File: src/design/ftsm_pkg.sv
package ftsm_pkg;

  // field widths
  localparam int unsigned CP_W     = 21;
  localparam int unsigned CHAR_W   = 8;
  localparam int unsigned QCHARS   = 32;
  localparam int unsigned QLEN_W   = 5;
  localparam int unsigned QWORD_W  = 64;

  // title length default
  localparam int unsigned TITLE_LEN_DEF = 32;

  // configuration port
  localparam int unsigned APB_AW = 6;
  localparam int unsigned APB_DW = 64;

  // register indexes (byte address is 8 times the index)
  typedef enum logic [2:0] {
    REG_QLEN    = 3'd0,
    REG_QCHAR_A = 3'd1,
    REG_QCHAR_B = 3'd2,
    REG_QCHAR_C = 3'd3,
    REG_QCHAR_D = 3'd4
  } reg_idx_e;

  // query settings handed to the matcher
  typedef struct packed {
    logic [QLEN_W-1:0]               len;
    logic [QCHARS-1:0][CHAR_W-1:0]   chars;
  } query_cfg_t;

  // character codes
  localparam logic [CHAR_W-1:0] CH_UP_A = 8'h41;
  localparam logic [CHAR_W-1:0] CH_UP_Z = 8'h5A;
  localparam logic [CHAR_W-1:0] CH_CASE = 8'h20;
  localparam logic [CHAR_W-1:0] CH_A    = 8'h61;
  localparam logic [CHAR_W-1:0] CH_C    = 8'h63;
  localparam logic [CHAR_W-1:0] CH_E    = 8'h65;
  localparam logic [CHAR_W-1:0] CH_I    = 8'h69;
  localparam logic [CHAR_W-1:0] CH_N    = 8'h6E;
  localparam logic [CHAR_W-1:0] CH_O    = 8'h6F;
  localparam logic [CHAR_W-1:0] CH_U    = 8'h75;
  localparam logic [CHAR_W-1:0] CH_Y    = 8'h79;

  // lower A to Z, leave everything else
  function automatic logic [CHAR_W-1:0] lower_ascii(input logic [CHAR_W-1:0] b);
    logic [CHAR_W-1:0] r;
    r = b;
    if (b >= CH_UP_A && b <= CH_UP_Z) r = b + CH_CASE;
    return r;
  endfunction

  // fold a code point to ascii, A to Z lowered, zero means dropped
  function automatic logic [CHAR_W-1:0] fold_point(input logic [CP_W-1:0] cp);
    logic [CP_W-1:0]   p;
    logic [CHAR_W-1:0] c;
    p = cp;
    c = '0;
    if (cp < 21'h80) begin
      c = cp[CHAR_W-1:0];
    end else begin
      // latin-1 uppercase to lowercase, multiplication sign excluded
      if (p >= 21'hC0 && p <= 21'hDE && p != 21'hD7) p = p + 21'h20;
      if (p >= 21'hE0 && p <= 21'hE5)      c = CH_A;
      else if (p == 21'hE7)                c = CH_C;
      else if (p >= 21'hE8 && p <= 21'hEB) c = CH_E;
      else if (p >= 21'hEC && p <= 21'hEF) c = CH_I;
      else if (p == 21'hF1)                c = CH_N;
      else if (p >= 21'hF2 && p <= 21'hF6) c = CH_O;
      else if (p >= 21'hF9 && p <= 21'hFC) c = CH_U;
      else if (p == 21'hFD || p == 21'hFF) c = CH_Y;
      else                                 c = '0;
    end
    return lower_ascii(c);
  endfunction

endpackage

File: src/design/ftsm_ifs.sv
interface ftsm_title_if;
  import ftsm_pkg::*;
  logic              valid;
  logic              ready;
  logic [CP_W-1:0]   code_point;
  logic              end_of_title;

  modport source (output valid, output code_point, output end_of_title, input ready);
  modport sink   (input valid, input code_point, input end_of_title, output ready);
endinterface

interface ftsm_result_if;
  logic valid;
  logic ready;
  logic matched;

  modport source (output valid, output matched, input ready);
  modport sink   (input valid, input matched, output ready);
endinterface

File: src/design/folded_title_substring_match_core.sv
// channel   | dir | payload                   | handshake
// title_i   | in  | code_point, end_of_title  | valid / ready
// result_o  | out | matched                   | valid / ready
// apb       | in  | query registers           | psel / penable, pready tied high
//
// one code point per cycle sustained, unless an end of title waits behind a held
// result; a request is held in the input register, then the fold and shift-and
// lanes update the title state; a result is loaded into the result register at
// the same edge its last code point leaves the input register
// only the result register can stall the pipe
// reset is asynchronous and clears all title state and query registers at once
module folded_title_substring_match_core #(
  parameter int unsigned TITLE_LEN = ftsm_pkg::TITLE_LEN_DEF
) (
  input  logic                          clk_i,
  input  logic                          rst_ni,
  ftsm_title_if.sink                    title_i,
  ftsm_result_if.source                 result_o,
  input  logic                          psel,
  input  logic                          penable,
  input  logic                          pwrite,
  input  logic [ftsm_pkg::APB_AW-1:0]   paddr,
  input  logic [ftsm_pkg::APB_DW-1:0]   pwdata,
  output logic [ftsm_pkg::APB_DW-1:0]   prdata,
  output logic                          pready
);
  import ftsm_pkg::*;

  query_cfg_t       cfg;
  logic             s1_valid_q, s1_eot_q;
  logic [CP_W-1:0]  s1_cp_q;
  logic             s1_adv, res_free, in_take;
  logic             res_valid_q, res_matched_q, matched;

  // configuration registers
  ftsm_apb_regs u_regs (
    .clk_i   (clk_i),
    .rst_ni  (rst_ni),
    .psel    (psel),
    .penable (penable),
    .pwrite  (pwrite),
    .paddr   (paddr),
    .pwdata  (pwdata),
    .prdata  (prdata),
    .pready  (pready),
    .cfg_o   (cfg)
  );

  // handshake control
  assign res_free      = !res_valid_q || result_o.ready;
  assign s1_adv        = s1_valid_q && (!s1_eot_q || res_free);
  assign title_i.ready = !s1_valid_q || s1_adv;
  assign in_take       = title_i.valid && title_i.ready;

  // input register
  always_ff @(posedge clk_i or negedge rst_ni) begin
    if (!rst_ni) begin
      s1_valid_q <= 1'b0;
    end else if (title_i.ready) begin
      s1_valid_q <= title_i.valid;
    end
  end

  always_ff @(posedge clk_i) begin
    if (in_take) begin
      s1_cp_q  <= title_i.code_point;
      s1_eot_q <= title_i.end_of_title;
    end
  end

  // fold and match
  ftsm_matcher #(
    .TITLE_LEN (TITLE_LEN)
  ) u_match (
    .clk_i          (clk_i),
    .rst_ni         (rst_ni),
    .step_i         (s1_adv),
    .code_point_i   (s1_cp_q),
    .end_of_title_i (s1_eot_q),
    .cfg_i          (cfg),
    .matched_o      (matched)
  );

  // result register
  always_ff @(posedge clk_i or negedge rst_ni) begin
    if (!rst_ni) begin
      res_valid_q <= 1'b0;
    end else if (s1_adv && s1_eot_q) begin
      res_valid_q <= 1'b1;
    end else if (result_o.ready) begin
      res_valid_q <= 1'b0;
    end
  end

  always_ff @(posedge clk_i) begin
    if (s1_adv && s1_eot_q) res_matched_q <= matched;
  end

  assign result_o.valid   = res_valid_q;
  assign result_o.matched = res_matched_q;

  // input stalls only behind a held result
  a_stall_cause: assert property (@(posedge clk_i) disable iff (!rst_ni)
    !title_i.ready |-> (s1_valid_q && s1_eot_q && res_valid_q && !result_o.ready))
    else $error("input stalled without a blocked result");

  // a new result comes only from a finished title
  a_res_source: assert property (@(posedge clk_i) disable iff (!rst_ni)
    $rose(res_valid_q) |-> $past(s1_adv && s1_eot_q))
    else $error("result without end of title");

  // a held result is never overwritten
  a_no_overwrite: assert property (@(posedge clk_i) disable iff (!rst_ni)
    res_valid_q && !result_o.ready && s1_valid_q && s1_eot_q |-> !s1_adv)
    else $error("result overwritten while stalled");

endmodule

File: src/design/ftsm_apb_regs.sv
module ftsm_apb_regs (
  input  logic                          clk_i,
  input  logic                          rst_ni,
  input  logic                          psel,
  input  logic                          penable,
  input  logic                          pwrite,
  input  logic [ftsm_pkg::APB_AW-1:0]   paddr,
  input  logic [ftsm_pkg::APB_DW-1:0]   pwdata,
  output logic [ftsm_pkg::APB_DW-1:0]   prdata,
  output logic                          pready,
  output ftsm_pkg::query_cfg_t          cfg_o
);
  import ftsm_pkg::*;

  logic [QLEN_W-1:0]  qlen_q;
  logic [QWORD_W-1:0] qa_q, qb_q, qc_q, qd_q;
  logic               wr_en;
  logic [2:0]         idx;

  assign pready = 1'b1;
  assign wr_en  = psel && penable && pwrite;
  assign idx    = paddr[5:3];

  // register writes
  always_ff @(posedge clk_i or negedge rst_ni) begin
    if (!rst_ni) begin
      qlen_q <= '0;
      qa_q   <= '0;
      qb_q   <= '0;
      qc_q   <= '0;
      qd_q   <= '0;
    end else if (wr_en) begin
      unique case (idx)
        REG_QLEN:    qlen_q <= pwdata[QLEN_W-1:0];
        REG_QCHAR_A: qa_q   <= pwdata;
        REG_QCHAR_B: qb_q   <= pwdata;
        REG_QCHAR_C: qc_q   <= pwdata;
        REG_QCHAR_D: qd_q   <= pwdata;
        default: ;
      endcase
    end
  end

  // read mux
  always_comb begin
    unique case (idx)
      REG_QLEN:    prdata = {{(APB_DW-QLEN_W){1'b0}}, qlen_q};
      REG_QCHAR_A: prdata = qa_q;
      REG_QCHAR_B: prdata = qb_q;
      REG_QCHAR_C: prdata = qc_q;
      REG_QCHAR_D: prdata = qd_q;
      default:     prdata = '0;
    endcase
  end

  assign cfg_o.len   = qlen_q;
  assign cfg_o.chars = {qd_q, qc_q, qb_q, qa_q};

endmodule

File: src/design/ftsm_matcher.sv
module ftsm_matcher #(
  parameter int unsigned TITLE_LEN = ftsm_pkg::TITLE_LEN_DEF
) (
  input  logic                        clk_i,
  input  logic                        rst_ni,
  input  logic                        step_i,
  input  logic [ftsm_pkg::CP_W-1:0]   code_point_i,
  input  logic                        end_of_title_i,
  input  ftsm_pkg::query_cfg_t        cfg_i,
  output logic                        matched_o
);
  import ftsm_pkg::*;

  localparam int unsigned PM_W = TITLE_LEN - 1;
  localparam int unsigned KW   = (TITLE_LEN > 2) ? $clog2(TITLE_LEN) : 1;

  logic [PM_W-1:0]   pm_q, pm_d, mask, sel;
  logic [KW-1:0]     kept_q, kept_d;
  logic              found_q, found_d, found_upd;
  logic              ended_q, ended_d;
  logic [QLEN_W-1:0] qlen;
  logic [CHAR_W-1:0] ch;
  logic              keep;

  // query length clipped to the title window
  assign qlen = (cfg_i.len > QLEN_W'(PM_W)) ? QLEN_W'(PM_W) : cfg_i.len;
  assign ch   = fold_point(code_point_i);

  // one compare lane per query character
  always_comb begin
    for (int i = 0; i < PM_W; i++) begin
      mask[i] = (QLEN_W'(i) < qlen) && (lower_ascii(cfg_i.chars[i]) == ch);
      sel[i]  = (qlen == QLEN_W'(i + 1));
    end
  end

  assign keep = !ended_q && (code_point_i != '0) && (ch != '0)
                && (kept_q < KW'(PM_W));

  // shift-and update
  always_comb begin
    pm_d      = pm_q;
    kept_d    = kept_q;
    ended_d   = ended_q;
    found_upd = found_q;
    if (!ended_q && code_point_i == '0) begin
      ended_d = 1'b1;
    end else if (keep) begin
      pm_d      = PM_W'({pm_q, 1'b1}) & mask;
      found_upd = found_q || (|(pm_d & sel));
      kept_d    = kept_q + KW'(1);
    end
    found_d = found_upd;
    // title done, start over
    if (end_of_title_i) begin
      pm_d    = '0;
      kept_d  = '0;
      found_d = 1'b0;
      ended_d = 1'b0;
    end
  end

  assign matched_o = found_upd || (qlen == '0);

  always_ff @(posedge clk_i or negedge rst_ni) begin
    if (!rst_ni) begin
      pm_q    <= '0;
      kept_q  <= '0;
      found_q <= 1'b0;
      ended_q <= 1'b0;
    end else if (step_i) begin
      pm_q    <= pm_d;
      kept_q  <= kept_d;
      found_q <= found_d;
      ended_q <= ended_d;
    end
  end

  // kept count stays inside the title window
  a_kept_range: assert property (@(posedge clk_i) disable iff (!rst_ni)
    kept_q <= KW'(PM_W))
    else $error("kept count beyond title window");

  // end of title clears all title state
  a_title_clear: assert property (@(posedge clk_i) disable iff (!rst_ni)
    step_i && end_of_title_i |=> (pm_q == '0 && kept_q == '0 && !found_q && !ended_q))
    else $error("title state not cleared");

  // a partial match needs a kept character
  a_pm_kept: assert property (@(posedge clk_i) disable iff (!rst_ni)
    (pm_q != '0) |-> (kept_q != '0))
    else $error("partial match with no kept character");

endmodule

File: src/flat_wrapper.sv
// flat-port wrapper written by rule: the top's interface ports become plain ports
module folded_title_substring_match_core_flat import ftsm_pkg::*;
#(
  parameter int unsigned TITLE_LEN = ftsm_pkg::TITLE_LEN_DEF
)
  (clk_i, rst_ni, psel, penable, pwrite, paddr, pwdata, prdata, pready, title_i_valid, title_i_code_point, title_i_end_of_title, title_i_ready, result_o_valid, result_o_matched, result_o_ready);
  ftsm_title_if title_i_i ();
  ftsm_result_if result_o_i ();
  input  logic clk_i;
  input  logic rst_ni;
  input  logic psel;
  input  logic penable;
  input  logic pwrite;
  input  logic [ftsm_pkg::APB_AW-1:0] paddr;
  input  logic [ftsm_pkg::APB_DW-1:0] pwdata;
  output logic [ftsm_pkg::APB_DW-1:0] prdata;
  output logic pready;
  input wire logic [$bits(title_i_i.valid)-1:0] title_i_valid;
  input wire logic [$bits(title_i_i.code_point)-1:0] title_i_code_point;
  input wire logic [$bits(title_i_i.end_of_title)-1:0] title_i_end_of_title;
  output wire logic [$bits(title_i_i.ready)-1:0] title_i_ready;
  output wire logic [$bits(result_o_i.valid)-1:0] result_o_valid;
  output wire logic [$bits(result_o_i.matched)-1:0] result_o_matched;
  input wire logic [$bits(result_o_i.ready)-1:0] result_o_ready;
  assign title_i_i.valid = title_i_valid;
  assign title_i_i.code_point = title_i_code_point;
  assign title_i_i.end_of_title = title_i_end_of_title;
  assign title_i_ready = title_i_i.ready;
  assign result_o_valid = result_o_i.valid;
  assign result_o_matched = result_o_i.matched;
  assign result_o_i.ready = result_o_ready;
  folded_title_substring_match_core #(.TITLE_LEN(TITLE_LEN)) u_core (.clk_i(clk_i), .rst_ni(rst_ni), .title_i(title_i_i), .result_o(result_o_i), .psel(psel), .penable(penable), .pwrite(pwrite), .paddr(paddr), .pwdata(pwdata), .prdata(prdata), .pready(pready));
endmodule
File: config.mk
export PLATFORM = sky130hd
export DESIGN_NAME = folded_title_substring_match_core_flat
export DESIGN_NICKNAME = d
export VERILOG_FILES = /design/src/design/ftsm_pkg.sv /design/src/design/ftsm_ifs.sv /design/src/design/folded_title_substring_match_core.sv /design/src/design/ftsm_apb_regs.sv /design/src/design/ftsm_matcher.sv /design/src/flat_wrapper.sv
export SDC_FILE = /design/constraint.sdc
export NUM_CORES = 1
export LEC_CHECK = 0
export ABC_AREA = 0
export BUFFER_PORTS_ARGS = -buffer_cell sky130_fd_sc_hd__buf_2
export CELL_PAD_IN_SITES_DETAIL_PLACEMENT = 1
export CELL_PAD_IN_SITES_GLOBAL_PLACEMENT = 1
export CORE_MARGIN = 5
export CORE_UTILIZATION = 45
export CTS_CLUSTER_DIAMETER = 120
export CTS_CLUSTER_SIZE = 14
export DETAILED_ROUTE_END_ITERATION = 16
export PLACE_DENSITY_LB_ADDON = 0.12
export SLEW_MARGIN = 20
export SYNTH_ARGS = -nofsm -noshare
export SYNTH_HDL_FRONTEND = slang
export SYNTH_SLANG_ARGS = --single-unit
File: constraint.sdc
create_clock -name clk_i -period 5.8 [get_ports clk_i]
set_clock_uncertainty 0.15 [all_clocks]
set_input_delay 1.16 -clock clk_i [delete_from_list [all_inputs] [get_ports clk_i]]
set_output_delay 1.16 -clock clk_i [all_outputs]
set_load 0.01 [all_outputs]
==> metrics.md <==
| Metric | Value |
|---|---|
| Status | finished clean |
| First-pass GRT wire length | around 110000 um |
| Maximum clock rate | between 150 and 200 MHz |
| Die Ht | ~220 um |
| Min Tclk post-route | around 5.5 ns |
| CP startpoint kind | register |
| Post-Syn Nets | around 2100 |
| Max Used Layer | met4 |
| DR iter-0 viols | about 1400 |
| Clk_lat worst skew | slightly below 0.6 ns |
| Fin crit share | between 90% and 100% |
| Layout cell share with drive strength beyond 1 | ~28% |
| Vias in the first global route | ~18000 |
| Min-Delay Endpoint | u_core.u_match.pm_q[0] |
| Layout Nets | around 2200 |
| Prevailing post-synth register cell | dfrtp_1 |
| Crit-path cells | inv_1 > ha_1 > nand3_2 > o211a_1 > o311a_1 > a311o_1 > a32oi_4 > o211a_1 > o31ai_4 > buf_12 > buf_4 > or3_1 > a211o_1 > a2111oi_2 > a22oi_1 > o2111ai_1 > nor4_4 > buf_4 > o21ai_1 |
| Routed wl met3 | slightly above 4000 um |
| Row count | between 70 and 80 |
| Lkg Pwr | between 9 and 10 nW |
| CTS tree | built |
| N_diodes | 0 |
| Worst r2r src | u_core.s1_cp_q[5] |
| Setup-failing EPs final | 0 |
| Final Hold Vio Count | 0 |
| Top cells by area, synth | dfrtp_1 37%, mux2_2 15%, xnor2_1 6.9% |
| Seq cells post-synth | 323 |
| Critical path origin | u_core.s1_cp_q[5] |
| Count leader, synth | dfrtp_1 |
| EDFF count, synth | 23 |
| Met2 wire len | between 30000 and 40000 um |
| CP top delay family | compound AO/OA/AOI/OAI gates |
| Post-route met1 wirelength | 31500 um |
| RR Endpoint | u_core.result_o.matched |
| Ys async rst share | a little over 90% |
| Initial antenna violation count | 0 |
| DR vias/cell | roughly 6.3 |
| Max incr delay on CP | around 0.5 ns |
| Worst hold slack | roughly 0.35 ns |
| CP max-delay cell | o211a_1 |
| Inserted Clock Buffers | 27 |
| Die area | around 49000 um^2 |
| DP HPWL | 50700 um |
| Sequential element share of the synthesized area | between 40% and 50% |
| R2R depth | 19 |
| Area growth, synth to finish | 12.5% |
| Max-Cap Viols | 0 |
| Final Routed Wirelength | between 70000 and 80000 um |
| Clock-pin slew on the worst setup and hold paths | ~0.070 ns |
| Worst vdd ir | between 200 and 250 uV |
| P per Cell Area | just under 300 nW/um^2 |
| Area of the multi-input gates | about 11000 um^2 |
| Final Max Slew Viols | 0 |
| Mapped Cells | ~2000 |
| Routability cong. | 0.914 |
| Storage cell area | 8200 um^2 |
| Root Buffer | clkbuf_16 |
| Synth area leader | dfrtp_1 |
| Post-synth cell types | a little under 100 |
| Fillcell total | 4910 |
| Number of top-level pins | between 150 and 200 |
| Crit-path max FO | 7 |
| Largest net degree at the start of global routing | approximately 120 |
| Hold WC Path Type | register to register |
| WP buf/inv | 4 |
| Hold Path Depth | 2 |
| Htree depth | 1 |
| RSZ-0062 raised after global routing | no |
| DRT antenna net count | 0 |
| Core Footprint | approximately 44000 um^2 |
| R2r setup slk | approximately 0.3 ns |
| Initial Utilization | a little under half |
| Setup TNS | 0 ns |
| GRT overflow | 0 |
| Die width | between 200 and 250 um |
| DRC | 0 |
| Synth top area share | between 30% and 40% |
| Drt first pass iters | 5 |
| Finished Core Util | 51.3% |
| Clock buffer depth | 3 |
| Max_slew headroom | between 20 and 25% |
| Syn Std Cell Area | about 20000 um^2 |
| IO buf count | about 160 |
| Sink Count | around 320 |
| Slew @ Worst Pin | 1.17 ns |
| Setup crit end kind | register |
| Via count | roughly 17000 |
| WP data arrival | 5.76 ns |
| Hold_sp | u_core.u_match.pm_q[0] |
| List of most frequent post-synthesis cells | 300 x dfrtp_1, 265 x mux2_2, 158 x xnor2_1 |
| Tot GR Track Use | 28.3% |
| Setup CP Type | register to register |
| Avg WL per Cell | around 27 um |
| Worst EP required | just over 6 ns |
| Syn Area/Cell | about 10 um^2 |
| Synthesis Warnings | 0 |
-- through the flow --
| step | power, mW | cell area, um^2 | setup slack (ns) | std cells |
|---|---|---|---|---|
| floorplan | 4.25 | 20200 | 0.740 | 1951 |
| global placement | 4.84 | 21900 | 0.138 | 2653 |
| detailed placement | 4.94 | 21900 | 0.00801 | 2653 |
| CTS | 6.65 | 22600 | 0.101 | 2686 |
| global route | 6.98 | 22700 | 0.0561 | 2691 |
| finish | 6.63 | 22700 | 0.301 | 2691 |
-- worst max-delay path by stage --
stage               slack, ns                 endpoint  cells after the start
floorplan                0.74  u_core.result_o.matched                     20
global placement         0.14  u_core.result_o.matched                     20
detailed placement      0.008  u_core.result_o.matched                     20
CTS                      0.10  u_core.result_o.matched                     15
global route             0.06  u_core.result_o.matched                     17
finish                   0.30  u_core.result_o.matched                     19
-- cells in the final DEF (no fill, tap or decap), drive strengths merged, types with 5 or more instances in the layout --
cell type,count
o2111ai,21
clkbuf,31
or4,13
nor4,32
mux2,266
a21oi,62
a32o,5
o21ai,77
a22o,7
a22oi,130
o311ai,23
nand4,27
dfrtp,300
buf,233
a32oi,8
nor3,29
and2,10
ha,35
or2,11
a31oi,32
a21o,30
o22ai,15
inv,38
xnor2,158
nor2b,12
nor2,90
o211ai,13
or3,30
edfxtp,23
nand2,134
nor4b,8
o31ai,5
nand2b,15
nand3,37
mux2i,9
xor2,63
and3,7
-- repair_timing --
action / in CTS / in global routing
hold buffers: 0 / 0
setup endpoints to repair: 1 / 2
pin swaps: 0 / 2
resized for setup: 1 / 5
buffers inserted: 0 / 5
-- worst min-delay path, stage by stage (launching register included) --
cell and delay (ns):
dfrtp_1 0.35, nand2_1 0.05, o21ai_0 0.06
-- state kept, by name (all words and copies together), names as in the netlist, 5 cells and up --
| name | cells |
|---|---|
| u_core.u_regs.qa_q | 64 |
| u_core.u_regs.qb_q | 64 |
| u_core.u_regs.qc_q | 64 |
| u_core.u_regs.qd_q | 64 |
| u_core.u_match.pm_q | 30 |
| u_core.s1_cp_q | 21 |
| u_core.u_match.kept_q | 5 |
| u_core.u_regs.qlen_q | 5 |
-- cell families (layout without fill, tap and decap cells) --
logic type,count (synthesis),in the layout,share of synthesized area [%]
AO/OA/AOI/OAI,474,474,17.0
AND/OR/NAND/NOR,467,467,11.9
flip-flops,323,323,40.7
multiplexers,275,275,15.3
XOR/XNOR,221,221,9.60
buffers and inverters,155,303,3.32
adder cells (fa/ha/maj),35,35,2.17
other,1,1,0.0186
-- power by group --
group | internal [mW] | switching [mW] | total, mW
registers | 2.64 | 0.644 | 3.29
clock network | 0.836 | 0.854 | 1.69
logic | 0.831 | 0.818 | 1.65
total | 4.31 | 2.32 | 6.63
-- layer usage --
layer | global-route usage [%] | vias to the layer above
li1 | - | 7552
met1 | 39.1 | 8804
met2 | 47.2 | 502
met3 | 4.05 | 129
met4 | 7.48 | 0
met5 | 0 | -
-- area by class of cell --
cell class,instances,share of cell area (%)
multi-input combinational,1473,50.4
sequential,323,36.2
timing repair buffer,233,6.41
tap,592,3.27
clock buffer,31,3.05
inverter,37,0.613
clock inverter,2,0.110
(Power assumes the default switching activity.)
